$ cat src/rtl/core/ipbrl_pkg.sv
// Shared types and codes for the IP block and rate limit filter.
package ipbrl_pkg;

  localparam int unsigned AddrW   = 32;
  localparam int unsigned LenW    = 16;
  localparam int unsigned TickW   = 32;
  localparam int unsigned CountW  = 33;
  localparam int unsigned StatusW = 4;
  localparam int unsigned OpW     = 3;

  typedef enum logic [OpW-1:0] {
    OP_PACKET    = 3'd0,
    OP_BLOCK_ADD = 3'd1,
    OP_BLOCK_REM = 3'd2,
    OP_RATE_ADD  = 3'd3,
    OP_RATE_REM  = 3'd4
  } op_e;

  typedef enum logic [StatusW-1:0] {
    ST_ACCEPT       = 4'd0,
    ST_DROP_BLOCKED = 4'd1,
    ST_DROP_RATE    = 4'd2,
    ST_ADDED        = 4'd3,
    ST_UPDATED      = 4'd4,
    ST_REMOVED      = 4'd5,
    ST_PRESENT      = 4'd6,
    ST_NOT_FOUND    = 4'd7,
    ST_FULL         = 4'd8
  } status_e;

  // Raw input beat.
  typedef struct packed {
    logic [OpW-1:0]   operation;
    logic [AddrW-1:0] address;
    logic [LenW-1:0]  packet_length;
    logic [AddrW-1:0] rate_bytes;
    logic [TickW-1:0] now_tick;
  } item_t;

endpackage

$ cat src/rtl/core/ip_block_and_rate_limit_filter_unit.sv
// Top level of the IP block and rate limit filter.
//
// Input channel: push/full queue; a beat carries operation, address,
// packet_length, rate_bytes and now_tick. Result channel: empty/pop queue
// carrying status_o, one result per input beat, in order.
// Configuration: cfg_valid/cfg_ready write of window_ticks (always ready);
// write only while idle.
// A two-beat input queue feeds the execute engine. Each item passes
// through the parallel address match step and then the table update
// and status compute step; the engine takes no new item until the
// last one has left its update step.
// The status sits in an output register; a stalled receiver holds it and
// the engine holds the next item in its update step, the input queue
// fills and full rises. Reset empties all tables and queues and sets
// window_ticks to 1000.
module ip_block_and_rate_limit_filter_unit #(
  parameter int unsigned BLOCK_ENTRIES = 16,
  parameter int unsigned RATE_ENTRIES  = 16
) (
  input  logic        clk_i,
  input  logic        rst_ni,
  input  logic        push,
  output logic        full,
  input  logic [2:0]  operation_i,
  input  logic [31:0] address_i,
  input  logic [15:0] packet_length_i,
  input  logic [31:0] rate_bytes_i,
  input  logic [31:0] now_tick_i,
  output logic        empty,
  input  logic        pop,
  output logic [3:0]  status_o,
  input  logic        cfg_valid,
  output logic        cfg_ready,
  input  logic [31:0] cfg_data_i
);

  logic [31:0] window_ticks_q;
  assign cfg_ready = 1'b1;
  always_ff @(posedge clk_i or negedge rst_ni) begin
    if (!rst_ni) window_ticks_q <= 32'd1000;
    else if (cfg_valid) window_ticks_q <= cfg_data_i;
  end

  ipbrl_pkg::item_t in_item, q_item;
  logic q_valid, q_take, res_valid;

  assign in_item.operation     = operation_i;
  assign in_item.address       = address_i;
  assign in_item.packet_length = packet_length_i;
  assign in_item.rate_bytes    = rate_bytes_i;
  assign in_item.now_tick      = now_tick_i;

  ipbrl_front u_front (
    .clk_i, .rst_ni, .push, .full,
    .item_i(in_item), .valid_o(q_valid), .take_i(q_take), .item_o(q_item)
  );

  ipbrl_back #(.BlockEntries(BLOCK_ENTRIES), .RateEntries(RATE_ENTRIES)) u_back (
    .clk_i, .rst_ni, .window_ticks_i(window_ticks_q),
    .valid_i(q_valid), .take_o(q_take), .item_i(q_item),
    .res_valid_o(res_valid), .res_ready_i(pop), .status_o
  );

  assign empty = !res_valid;

endmodule

$ cat src/rtl/core/ipbrl_front.sv
// Front end: input skid queue of two beats feeding the execute stage.
module ipbrl_front (
  input  logic               clk_i,
  input  logic               rst_ni,
  input  logic               push,
  output logic               full,
  input  ipbrl_pkg::item_t   item_i,
  output logic               valid_o,
  input  logic               take_i,
  output ipbrl_pkg::item_t   item_o
);

  ipbrl_pkg::item_t mem_q [2];
  logic             wp_q, rp_q;
  logic [1:0]       cnt_q;

  assign full    = (cnt_q == 2'd2);
  assign valid_o = (cnt_q != 2'd0);
  assign item_o  = mem_q[rp_q];

  always_ff @(posedge clk_i) begin
    if (push && !full) begin
      mem_q[wp_q] <= item_i;
    end
  end

  always_ff @(posedge clk_i or negedge rst_ni) begin
    if (!rst_ni) begin
      wp_q  <= 1'b0;
      rp_q  <= 1'b0;
      cnt_q <= 2'd0;
    end else begin
      if (push && !full) wp_q <= ~wp_q;
      if (take_i && valid_o) rp_q <= ~rp_q;
      cnt_q <= cnt_q + {1'b0, push && !full} - {1'b0, take_i && valid_o};
    end
  end

endmodule

$ cat src/rtl/core/ipbrl_back.sv
// Back end: table match step, then the state update and status step.
module ipbrl_back #(
  parameter int unsigned BlockEntries = 16,
  parameter int unsigned RateEntries  = 16
) (
  input  logic                          clk_i,
  input  logic                          rst_ni,
  input  logic [ipbrl_pkg::TickW-1:0]   window_ticks_i,
  input  logic                          valid_i,
  output logic                          take_o,
  input  ipbrl_pkg::item_t              item_i,
  output logic                          res_valid_o,
  input  logic                          res_ready_i,
  output logic [ipbrl_pkg::StatusW-1:0] status_o
);

  localparam int unsigned BIdxW = (BlockEntries > 1) ? $clog2(BlockEntries) : 1;
  localparam int unsigned RIdxW = (RateEntries > 1) ? $clog2(RateEntries) : 1;

  typedef enum logic [1:0] {
    S_MATCH = 2'b01,
    S_EXEC  = 2'b10
  } state_e;

  state_e state_q;

  logic [ipbrl_pkg::AddrW-1:0]  baddr_q [BlockEntries];
  logic [BlockEntries-1:0]      bvalid_q;
  logic [ipbrl_pkg::AddrW-1:0]  raddr_q [RateEntries];
  logic [ipbrl_pkg::AddrW-1:0]  rlim_q  [RateEntries];
  logic [ipbrl_pkg::TickW-1:0]  rstart_q[RateEntries];
  logic [ipbrl_pkg::CountW-1:0] rcnt_q  [RateEntries];
  logic [RateEntries-1:0]       rvalid_q;

  // Match results registered between the two steps.
  ipbrl_pkg::item_t it_q;
  logic             bhit_q, rhit_q, bfree_q, rfree_q;
  logic [BIdxW-1:0] bidx_q, bfidx_q;
  logic [RIdxW-1:0] ridx_q, rfidx_q;

  logic             bhit_d, rhit_d, bfree_d, rfree_d;
  logic [BIdxW-1:0] bidx_d, bfidx_d;
  logic [RIdxW-1:0] ridx_d, rfidx_d;

  always_comb begin
    bhit_d = 1'b0; bidx_d = '0; bfree_d = 1'b0; bfidx_d = '0;
    for (int i = BlockEntries - 1; i >= 0; i--) begin
      if (bvalid_q[i] && baddr_q[i] == item_i.address) begin
        bhit_d = 1'b1; bidx_d = BIdxW'(i);
      end
      if (!bvalid_q[i]) begin
        bfree_d = 1'b1; bfidx_d = BIdxW'(i);
      end
    end
    rhit_d = 1'b0; ridx_d = '0; rfree_d = 1'b0; rfidx_d = '0;
    for (int i = RateEntries - 1; i >= 0; i--) begin
      if (rvalid_q[i] && raddr_q[i] == item_i.address) begin
        rhit_d = 1'b1; ridx_d = RIdxW'(i);
      end
      if (!rvalid_q[i]) begin
        rfree_d = 1'b1; rfidx_d = RIdxW'(i);
      end
    end
  end

  logic out_busy_q;
  logic exec;
  assign take_o = (state_q == S_MATCH) && valid_i;
  assign exec   = (state_q == S_EXEC) && (!out_busy_q || res_ready_i);

  // Packet path arithmetic on the matched rate entry.
  logic [ipbrl_pkg::TickW-1:0]  diff;
  logic                         restart;
  logic [ipbrl_pkg::CountW-1:0] base_cnt;
  logic [ipbrl_pkg::CountW:0]   sum;
  logic [ipbrl_pkg::CountW-1:0] new_cnt;
  always_comb begin
    diff     = rstart_q[ridx_q] + window_ticks_i - it_q.now_tick;
    restart  = diff[ipbrl_pkg::TickW-1];
    base_cnt = restart ? '0 : rcnt_q[ridx_q];
    sum      = {1'b0, base_cnt} + (ipbrl_pkg::CountW + 1)'(it_q.packet_length);
    new_cnt  = sum[ipbrl_pkg::CountW] ? '1 : sum[ipbrl_pkg::CountW-1:0];
  end

  ipbrl_pkg::status_e st;
  always_comb begin
    case (it_q.operation)
      ipbrl_pkg::OP_PACKET:
        st = bhit_q ? ipbrl_pkg::ST_DROP_BLOCKED :
             !rhit_q ? ipbrl_pkg::ST_ACCEPT :
             (new_cnt > {1'b0, rlim_q[ridx_q]}) ? ipbrl_pkg::ST_DROP_RATE :
             ipbrl_pkg::ST_ACCEPT;
      ipbrl_pkg::OP_BLOCK_ADD:
        st = bhit_q ? ipbrl_pkg::ST_PRESENT :
             bfree_q ? ipbrl_pkg::ST_ADDED : ipbrl_pkg::ST_FULL;
      ipbrl_pkg::OP_BLOCK_REM:
        st = bhit_q ? ipbrl_pkg::ST_REMOVED : ipbrl_pkg::ST_NOT_FOUND;
      ipbrl_pkg::OP_RATE_ADD:
        st = rhit_q ? ipbrl_pkg::ST_UPDATED :
             rfree_q ? ipbrl_pkg::ST_ADDED : ipbrl_pkg::ST_FULL;
      ipbrl_pkg::OP_RATE_REM:
        st = rhit_q ? ipbrl_pkg::ST_REMOVED : ipbrl_pkg::ST_NOT_FOUND;
      default: st = ipbrl_pkg::ST_NOT_FOUND;
    endcase
  end

  logic [RIdxW-1:0] rwi;
  assign rwi = rhit_q ? ridx_q : rfidx_q;

  // Payload tables, no reset.
  always_ff @(posedge clk_i) begin
    if (take_o) begin
      it_q <= item_i;
      bhit_q <= bhit_d; bidx_q <= bidx_d; bfree_q <= bfree_d; bfidx_q <= bfidx_d;
      rhit_q <= rhit_d; ridx_q <= ridx_d; rfree_q <= rfree_d; rfidx_q <= rfidx_d;
    end
    if (exec) begin
      status_o <= st;
      case (it_q.operation)
        ipbrl_pkg::OP_PACKET: begin
          if (!bhit_q && rhit_q) begin
            if (restart) rstart_q[ridx_q] <= it_q.now_tick;
            rcnt_q[ridx_q] <= new_cnt;
          end
        end
        ipbrl_pkg::OP_BLOCK_ADD: begin
          if (!bhit_q && bfree_q) baddr_q[bfidx_q] <= it_q.address;
        end
        ipbrl_pkg::OP_RATE_ADD: begin
          if (rhit_q || rfree_q) begin
            raddr_q[rwi]  <= it_q.address;
            rlim_q[rwi]   <= it_q.rate_bytes;
            rstart_q[rwi] <= it_q.now_tick;
            rcnt_q[rwi]   <= '0;
          end
        end
        default: ;
      endcase
    end
  end

  always_ff @(posedge clk_i or negedge rst_ni) begin
    if (!rst_ni) begin
      state_q    <= S_MATCH;
      bvalid_q   <= '0;
      rvalid_q   <= '0;
      out_busy_q <= 1'b0;
    end else begin
      if (take_o) state_q <= S_EXEC;
      if (exec) begin
        state_q    <= S_MATCH;
        out_busy_q <= 1'b1;
        case (it_q.operation)
          ipbrl_pkg::OP_BLOCK_ADD:
            if (!bhit_q && bfree_q) bvalid_q[bfidx_q] <= 1'b1;
          ipbrl_pkg::OP_BLOCK_REM:
            if (bhit_q) bvalid_q[bidx_q] <= 1'b0;
          ipbrl_pkg::OP_RATE_ADD:
            if (!rhit_q && rfree_q) rvalid_q[rfidx_q] <= 1'b1;
          ipbrl_pkg::OP_RATE_REM:
            if (rhit_q) rvalid_q[ridx_q] <= 1'b0;
          default: ;
        endcase
      end else if (res_ready_i) begin
        out_busy_q <= 1'b0;
      end
    end
  end

  assign res_valid_o = out_busy_q;

endmodule

$ cat config.mk
export PLATFORM = sky130hd
export DESIGN_NAME = ip_block_and_rate_limit_filter_unit
export DESIGN_NICKNAME = d
export VERILOG_FILES = /design/src/rtl/core/ipbrl_pkg.sv /design/src/rtl/core/ip_block_and_rate_limit_filter_unit.sv /design/src/rtl/core/ipbrl_front.sv /design/src/rtl/core/ipbrl_back.sv
export SDC_FILE = /design/constraint.sdc
export NUM_CORES = 2
export LEC_CHECK = 0
export BUFFER_PORTS_ARGS = -buffer_cell sky130_fd_sc_hd__buf_4
export CAP_MARGIN = 20
export CORE_ASPECT_RATIO = 2
export CORE_UTILIZATION = 55
export DETAILED_ROUTE_END_ITERATION = 12
export HOLD_SLACK_MARGIN = 0.15
export PLACE_DENSITY = 0.85
export SETUP_SLACK_MARGIN = 0.4
export SLEW_MARGIN = 20
export SYNTH_ARGS = -nofsm -noshare
export SYNTH_HDL_FRONTEND = slang
export SYNTH_HIERARCHICAL = 1
export SYNTH_SLANG_ARGS = --single-unit
$ cat constraint.sdc
create_clock -name clk_i -period 9.85 [get_ports clk_i]
set_input_delay 0.4925 -clock clk_i [delete_from_list [all_inputs] [get_ports clk_i]]
set_output_delay 0.4925 -clock clk_i [all_outputs]
set_load 0.01 [all_outputs]
; Word-level counts from Yosys, hierarchy flattened
; Memory sizes are Yosys's and may differ from the RTL's.
; Index checks and enable logic that the tools add are counted.
[word_totals]
word_cells = 300
in_bits = 152
mem_bits_rw = 2806
out_inout_bits = 7
memories = 6
register_bits = 210
[op_classes]
eq_ne = 43
n_reduce_logical = 75
mux = 120
order_cmp = 9
addsub = 5
n_bitwise = 8
[mem_list]
columns = memory, depth, word_bits, rd, rd_ports_with_merged_regs, write_ports, line
row1 = u_back.rcnt_q, 16, 33, 1, 0, 1, ipbrl_back.sv:32  ; logic [ipbrl_pkg::CountW-1:0] rcnt_q [RateEntries];
row2 = u_back.baddr_q, 16, 32, 16, 0, 1, ipbrl_back.sv:27  ; logic [ipbrl_pkg::AddrW-1:0] baddr_q [BlockEntries];
row3 = u_back.raddr_q, 16, 32, 16, 0, 1, ipbrl_back.sv:29  ; logic [ipbrl_pkg::AddrW-1:0] raddr_q [RateEntries];
row4 = u_back.rlim_q, 16, 32, 1, 0, 1, ipbrl_back.sv:30  ; logic [ipbrl_pkg::AddrW-1:0] rlim_q [RateEntries];
row5 = u_back.rstart_q, 16, 32, 1, 0, 1, ipbrl_back.sv:31  ; logic [ipbrl_pkg::TickW-1:0] rstart_q[RateEntries];
row6 = u_front.mem_q, 2, 115, 1, 0, 1, ipbrl_front.sv:13  ; ipbrl_pkg::item_t mem_q [2];
[ops]
columns = cell, count
row1 = 32-bit equality test, 32
row2 = 4-bit 2-to-1 mux, 41
row3 = 33-bit 2-to-1 mux, 3
row4 = 16-bit 2-to-1 mux, 4
row5 = 16-bit one-hot mux with 2 select lines, 2
row6 = 3-bit 2-to-1 mux, 16
row7 = 1-bit logical AND, 43
row8 = 1-bit 2-to-1 mux, 35
row9 = 33-bit by 16-bit adder with 34-bit output, 1
row10 = 33-bit by 32-bit > comparator with 1-bit output, 1
row11 = 33-bit OR reduction, 1
row12 = 32-bit adder, 1
row13 = 16-bit bitwise AND, 2
row14 = 32-bit 2-to-1 mux, 1
row15 = 16-bit inverter, 2
row16 = 16-bit bitwise OR, 2
row17 = 32-bit OR reduction, 1
row18 = 32-bit subtractor, 1
row19 = 15-bit AND reduction, 2
row20 = 15-bit OR reduction, 2
row21 = 2-bit 2-to-1 mux, 13
row22 = 4-bit by 5-bit < comparator with 1-bit output (second input constant), 4
row23 = 4-bit one-hot mux with 5 select lines, 1
row24 = 1-bit demux with 4-bit select, 4
row25 = other kinds (20), 45

; Logic depth before layout (Yosys ltp)
; An unclocked memory read counts as a cell.
[logic_depth]
depth_word = 18
ltp_mapped = 44
depth_no_buf = 36

; Modules after synthesis
; The synthesis kept the hierarchy.
[modules_own_cells]
columns = module, cells_per_inst, seq_area_each_um2, instances, area_per_inst_um2
row1 = ipbrl_back, 5852, 82405.3, 1, 111801.0
row2 = ipbrl_front, 376, 7006.7, 1, 8654.6
row3 = ip_block_and_rate_limit_filter_unit, 71, 808.3, 1, 1367.6

; Worst setup path after synthesis
; No wires, ideal clock.
[synth_timing]
kind = register to register
from = register u_back.ridx_q[0]
to = register u_back/status_o[1] (netlist name) (data pin)
arrival_ns = 8.906
stages_incl_launch_ff = 42
setup_time_ns = 0.265
n_path_buf = 10
path_slack_ns = 0.679
synth_period_minus_slack_ns = 9.171
cell_sequence = edfxtp_1 buf_6 buf_12 buf_8 buf_8 clkbuf_1 buf_2 buf_2 mux4_2 mux4_2 fa_1 ha_1 a211oi_1 o21ai_0 a221oi_1 o211ai_1 a21oi_1 o22a_1 (+6 left out) o311a_1 or4_1 o2111ai_1 nor3_4 nand2b_4 buf_6 buf_2 nand2_1 ha_1 a21o_1 a21oi_1 nor2b_1 o21ai_0 nand2b_1 a2111oi_0 o21ai_0 a21oi_1 o21ai_0
[synth_between]
elab_chain_len = 11
[synth_rtl]
columns = item, line
row1 = from (decl), ipbrl_back.sv:39  ; logic [RIdxW-1:0] ridx_q, rfidx_q;
row2 = from (signal assigned), ipbrl_back.sv:115  ; rhit_q <= rhit_d; ridx_q <= ridx_d; rfree_q <= rfree_d; rfidx_q <= rfidx_d;
row3 = memory 16 x 32 bit, -
row4 = 32-bit adder, ipbrl_back.sv:78  ; diff = rstart_q[ridx_q] + window_ticks_i - it_q.now_tick;
row5 = 32-bit subtractor, ipbrl_back.sv:78
row6 = 33-bit 2-to-1 mux, ipbrl_back.sv:80  ; base_cnt = restart ? '0 : rcnt_q[ridx_q];
row7 = 33-bit by 16-bit adder with 34-bit output, ipbrl_back.sv:81  ; sum = {1'b0, base_cnt} + (ipbrl_pkg::CountW + 1)'(it_q.packet_length);
row8 = 33-bit 2-to-1 mux, ipbrl_back.sv:82  ; new_cnt = sum[ipbrl_pkg::CountW] ? '1 : sum[ipbrl_pkg::CountW-1:0];
row9 = 33-bit by 32-bit > comparator with 1-bit output *, ipbrl_back.sv:91  ; (new_cnt > {1'b0, rlim_q[ridx_q]}) ? ipbrl_pkg::ST_DROP_RATE :
row10 = 2-bit 2-to-1 mux *, ipbrl_back.sv:91
row11 = 4-bit 2-to-1 mux *, ipbrl_back.sv:90  ; !rhit_q ? ipbrl_pkg::ST_ACCEPT :
row12 = 4-bit 2-to-1 mux *, ipbrl_back.sv:89  ; st = bhit_q ? ipbrl_pkg::ST_DROP_BLOCKED :
row13 = 4-bit one-hot mux with 5 select lines *, ipbrl_back.sv:87  ; case (it_q.operation)
row14 = net u_back.st[1], ipbrl_back.sv:85  ; ipbrl_pkg::status_e st;
row15 = to (signal assigned), ipbrl_back.sv:118  ; status_o <= st;
row16 = to (decl), ipbrl_back.sv:14  ; output logic [ipbrl_pkg::StatusW-1:0] status_o
; Mark *: on every way through the listed nets, which the timed path passes. The rest lies on a longest branch.
; A chain may end at the register's enable or synchronous reset.

; Worst setup path after layout
; Same ends and word-level chain as after synthesis.

==> impl_metrics.tcl <==
set metrics [dict create \
    ys_ff_latch 3016 \
    power_mw 41.30 \
    cp.required_ns 10.42 \
    hp-class "in -> async" \
    die_w_um 334.8 \
    yosysTopAreaCell "edfxtp_1" \
    pin_count 159 \
    report.final.slew_viol_count 0 \
    postSynth.asyncResetShare_pct 2.354 \
    syn2layout_area_growth_pct 12.44 \
    finalHoldViolCount 0 \
    place.gp.congestion 0.9556 \
    post-route-period-util_pct 93.17 \
    cp-start-kind "flip-flop" \
    setup_tns_ns 0 \
    coreArea_um2 220400 \
    slowest_delay_ns 0.53 \
    rows 244 \
    via_count 65550 \
    h-tree-depth 4 \
    path_max_fanout 19 \
    cts.sinks 3016 \
    ant_nets 0 \
    first_iter_violations 9031 \
    drc 0 \
    chipHeight_um 667.6 \
    skew_ns 0.1331 \
    ys_seq_area_share_pct 74.06 \
    grt_usage_pct 30.42 \
    layout-drive-gt1-share_pct 20.86 \
    die_area_um2 223500 \
    synth_cell_types 86 \
    crit_arrival_ns 9.74 \
    syn_inst 6299 \
    r2r_slack_ns 0.67 \
    timing.max_cap.violations 0 \
    yosys.area.top_type_share_pct 72.59 \
    setup_viol 0 \
    path_class "reg -> reg" \
    leakage_nw 43.70 \
    avgSynthCellArea_um2 19.34 \
    wl_mm 343.1 \
    clk_pin_slew_worst_paths_ns 0.08 \
    layoutNonFillerInstCount 9937 \
    hpwl_mm 192.0 \
    finalCriticalPeriod_ns 9.177 \
    tightest_slew_ns 1.219 \
    synth_edf_count 2945 \
    synth.area.top_cells "edfxtp_1 (73%), mux4_2 (8.3%), xnor2_1 (5.7%), xor2_1 (1.8%), dfrtp_1 (1.3%)" \
    slowest_stage "mux4_2" \
    synth.most_common_cell "edfxtp_1" \
    antenna_found_initial 22 \
    cts_buffers 240 \
    clock_tree.root_cell "clkbuf_16" \
    critPathCaptureType "flip-flop" \
    netlist_area_um2 121800 \
    drtPass1Iterations 6 \
    globalRouteOverflowTotal 0 \
    yosys_warnings 6 \
    vdd_drop_max_mv 0.4021 \
    post-place-cells 9326 \
    crit_buf_inv 7 \
    io_buffers 157 \
    nFillCells 14300 \
    grt_pass1_vias 67820 \
    ys.flop_type "edfxtp_1" \
    clock.fmax_mhz 109.0 \
    rsz0062_at_grt "false" \
    vias_per_cell 6.597 \
    clk_latency_ns 0.94 \
    syn-num-nets 6563 \
    cp_top_family "compound AO/OA/AOI/OAI gates" \
    maxSlewHeadroom_pct 18.72 \
    grt_max_degree 116 \
    outcome "completed" \
    grt_pass1_wl_mm 477.6 \
    start_util_pct 55.27 \
    yosys-top-cells-count "edfxtp_1 (2,945), xnor2_1 (794), mux4_2 (447)" \
    wl_per_cell_um 34.53 \
    powerDensity_nw_per_um2 301.5 \
    cts_buffer_depth 4 \
    cts_tree "built" \
    nets 7047 \
]
-- worst register-to-register path: cells and delay by family, from the launching register on --
family	cells	cell delay [ns]
adders and majority gates	4	1.19
DFF	1	0.45
buffers and inverters	7	1.08
muxes	2	1.06
and+or+nand+nor	8	1.43
AOI/OAI and AO/OA	17	3.64
-- registers in the layout, summed over array words and instances (netlist names), 16 cells and up --
| name | count |
|---|---|
| u_front/mem_q | 230 |
| u_back/rcnt_q | 528 |
| u_back/rvalid_q | 16 |
| u_back/it_q | 115 |
| u_back/rlim_q | 512 |
| u_back/raddr_q | 512 |
| window_ticks_q | 32 |
| u_back/rstart_q | 512 |
| u_back/baddr_q | 512 |
| u_back/bvalid_q | 16 |
-- where the power goes --
group / internal [mW] / switching (mW) / total [mW]
clock network: 5.36 / 4.53 / 9.89
logic: 4.33 / 8.88 / 13.2
registers: 17.4 / 0.852 / 18.2
-- cell families after synthesis --
kind of cell	after synthesis	share of synthesized area, %
flops	3016	74.06
simple gates	783	3.483
buf+inv	417	1.659
fa+ha+maj	112	1.341
xor+xnor	1051	7.556
compound gates	294	1.538
mux	625	10.36
other cells	1	0.003078
-- layout by cell type, fill, tap and decap left out, drive strengths merged, types with 8 or more instances in the layout --
cell type    Yosys  final
nand4          211    211
a22oi           27     27
nor4            90     90
dfrtp           64     64
nor2           124    124
mux2i            9      9
clkbuf          93    283
dlygate4sd3      0    151
nand3           65     65
a21oi           77     77
o21a            10     10
or4             24     24
xor2           257    257
o211ai           9      9
nand2          136    136
mux2           149    149
a31oi           10     10
a211oi           8      8
inv            138    146
edfxtp        2945   2945
diode            0     11
o21ai           85     85
bufinv           0     30
mux4           467    467
fa              31     31
clkinv           0     96
nor2b           15     15
xnor2          794    794
and2            23     23
nor3            37     37
a21o            13     13
clkinvlp         0     19
a21boi          13     13
buf            186    366
nand2b          24     25
ha              81     81
-- per-stage QoR --
stage,worst slack [ns],hold WS [ns],area [um2],utilization (%)
CTS,0.4689,0.1690,136700,62.01
floorplan,0.6790,0.1969,121800,-
global route,0.3519,0.2021,137000,62.13
detailed placement,0.2845,0.4237,127200,57.73
global placement,0.1829,0.4143,127200,57.72
finish,0.6726,0.2060,137000,62.14
-- area by class of cell --
type,instances,area (um2),area share [%]
Timing Repair Buffer,520,4489,3.277
Multi-Input combinational cell,2867,30130,22.00
Clock buffer,280,6290,4.592
Inverter,138,518.0,0.3782
Clock inverter,153,1599,1.167
Antenna cell,11,27.53,0.02010
Tap cell,2952,3694,2.697
Sequential cell,3016,90220,65.87
-- final timing paths --
check / startpoint / endpoint / cells after the start
worst max-delay path: u_back/ridx_q[0]$_SDFFCE_PP0P_ / u_back/status_o[1]$_DFFE_PP_ / 38
worst min-delay path: rst_ni / window_ticks_q[8]$_DFFE_PN1P_ / 2
worst max register to register: u_back/ridx_q[0]$_SDFFCE_PP0P_ / u_back/status_o[1]$_DFFE_PP_ / 38
worst min register to register: u_back/it_q[105]$_DFFE_PP_ / u_back/baddr_q[11][25]$_DFFE_PP_ / 0
max in group asynchronous: rst_ni / window_ticks_q[11]$_DFFE_PN0P_ / 3
min in group clk_i: cfg_valid / window_ticks_q[17]$_DFFE_PN0P_ / 2
-- layer usage --
layer	share of wire (%)	vias to the layer above	wire, um	GRT usage [%]
met2	51	5183	173800	52.78
met4	8.9	18	30650	22.75
met3	9.9	1574	34070	5.787
li1	-	25560	-	-
met1	30	33210	104500	32.94
met5	0.037	-	126	0
-- what timing repair did --
item | 4_1_cts | 5_1_grt
pin swaps | 0 | 4
hold buffers | 151 | 0
setup endpoints to repair | 1 | 1
gates cloned | 1 | 3
gates resized for setup | 8 | 15
hold endpoints to repair | 329 | 0
setup buffers | 0 | 9
(Power assumes the default switching activity.)
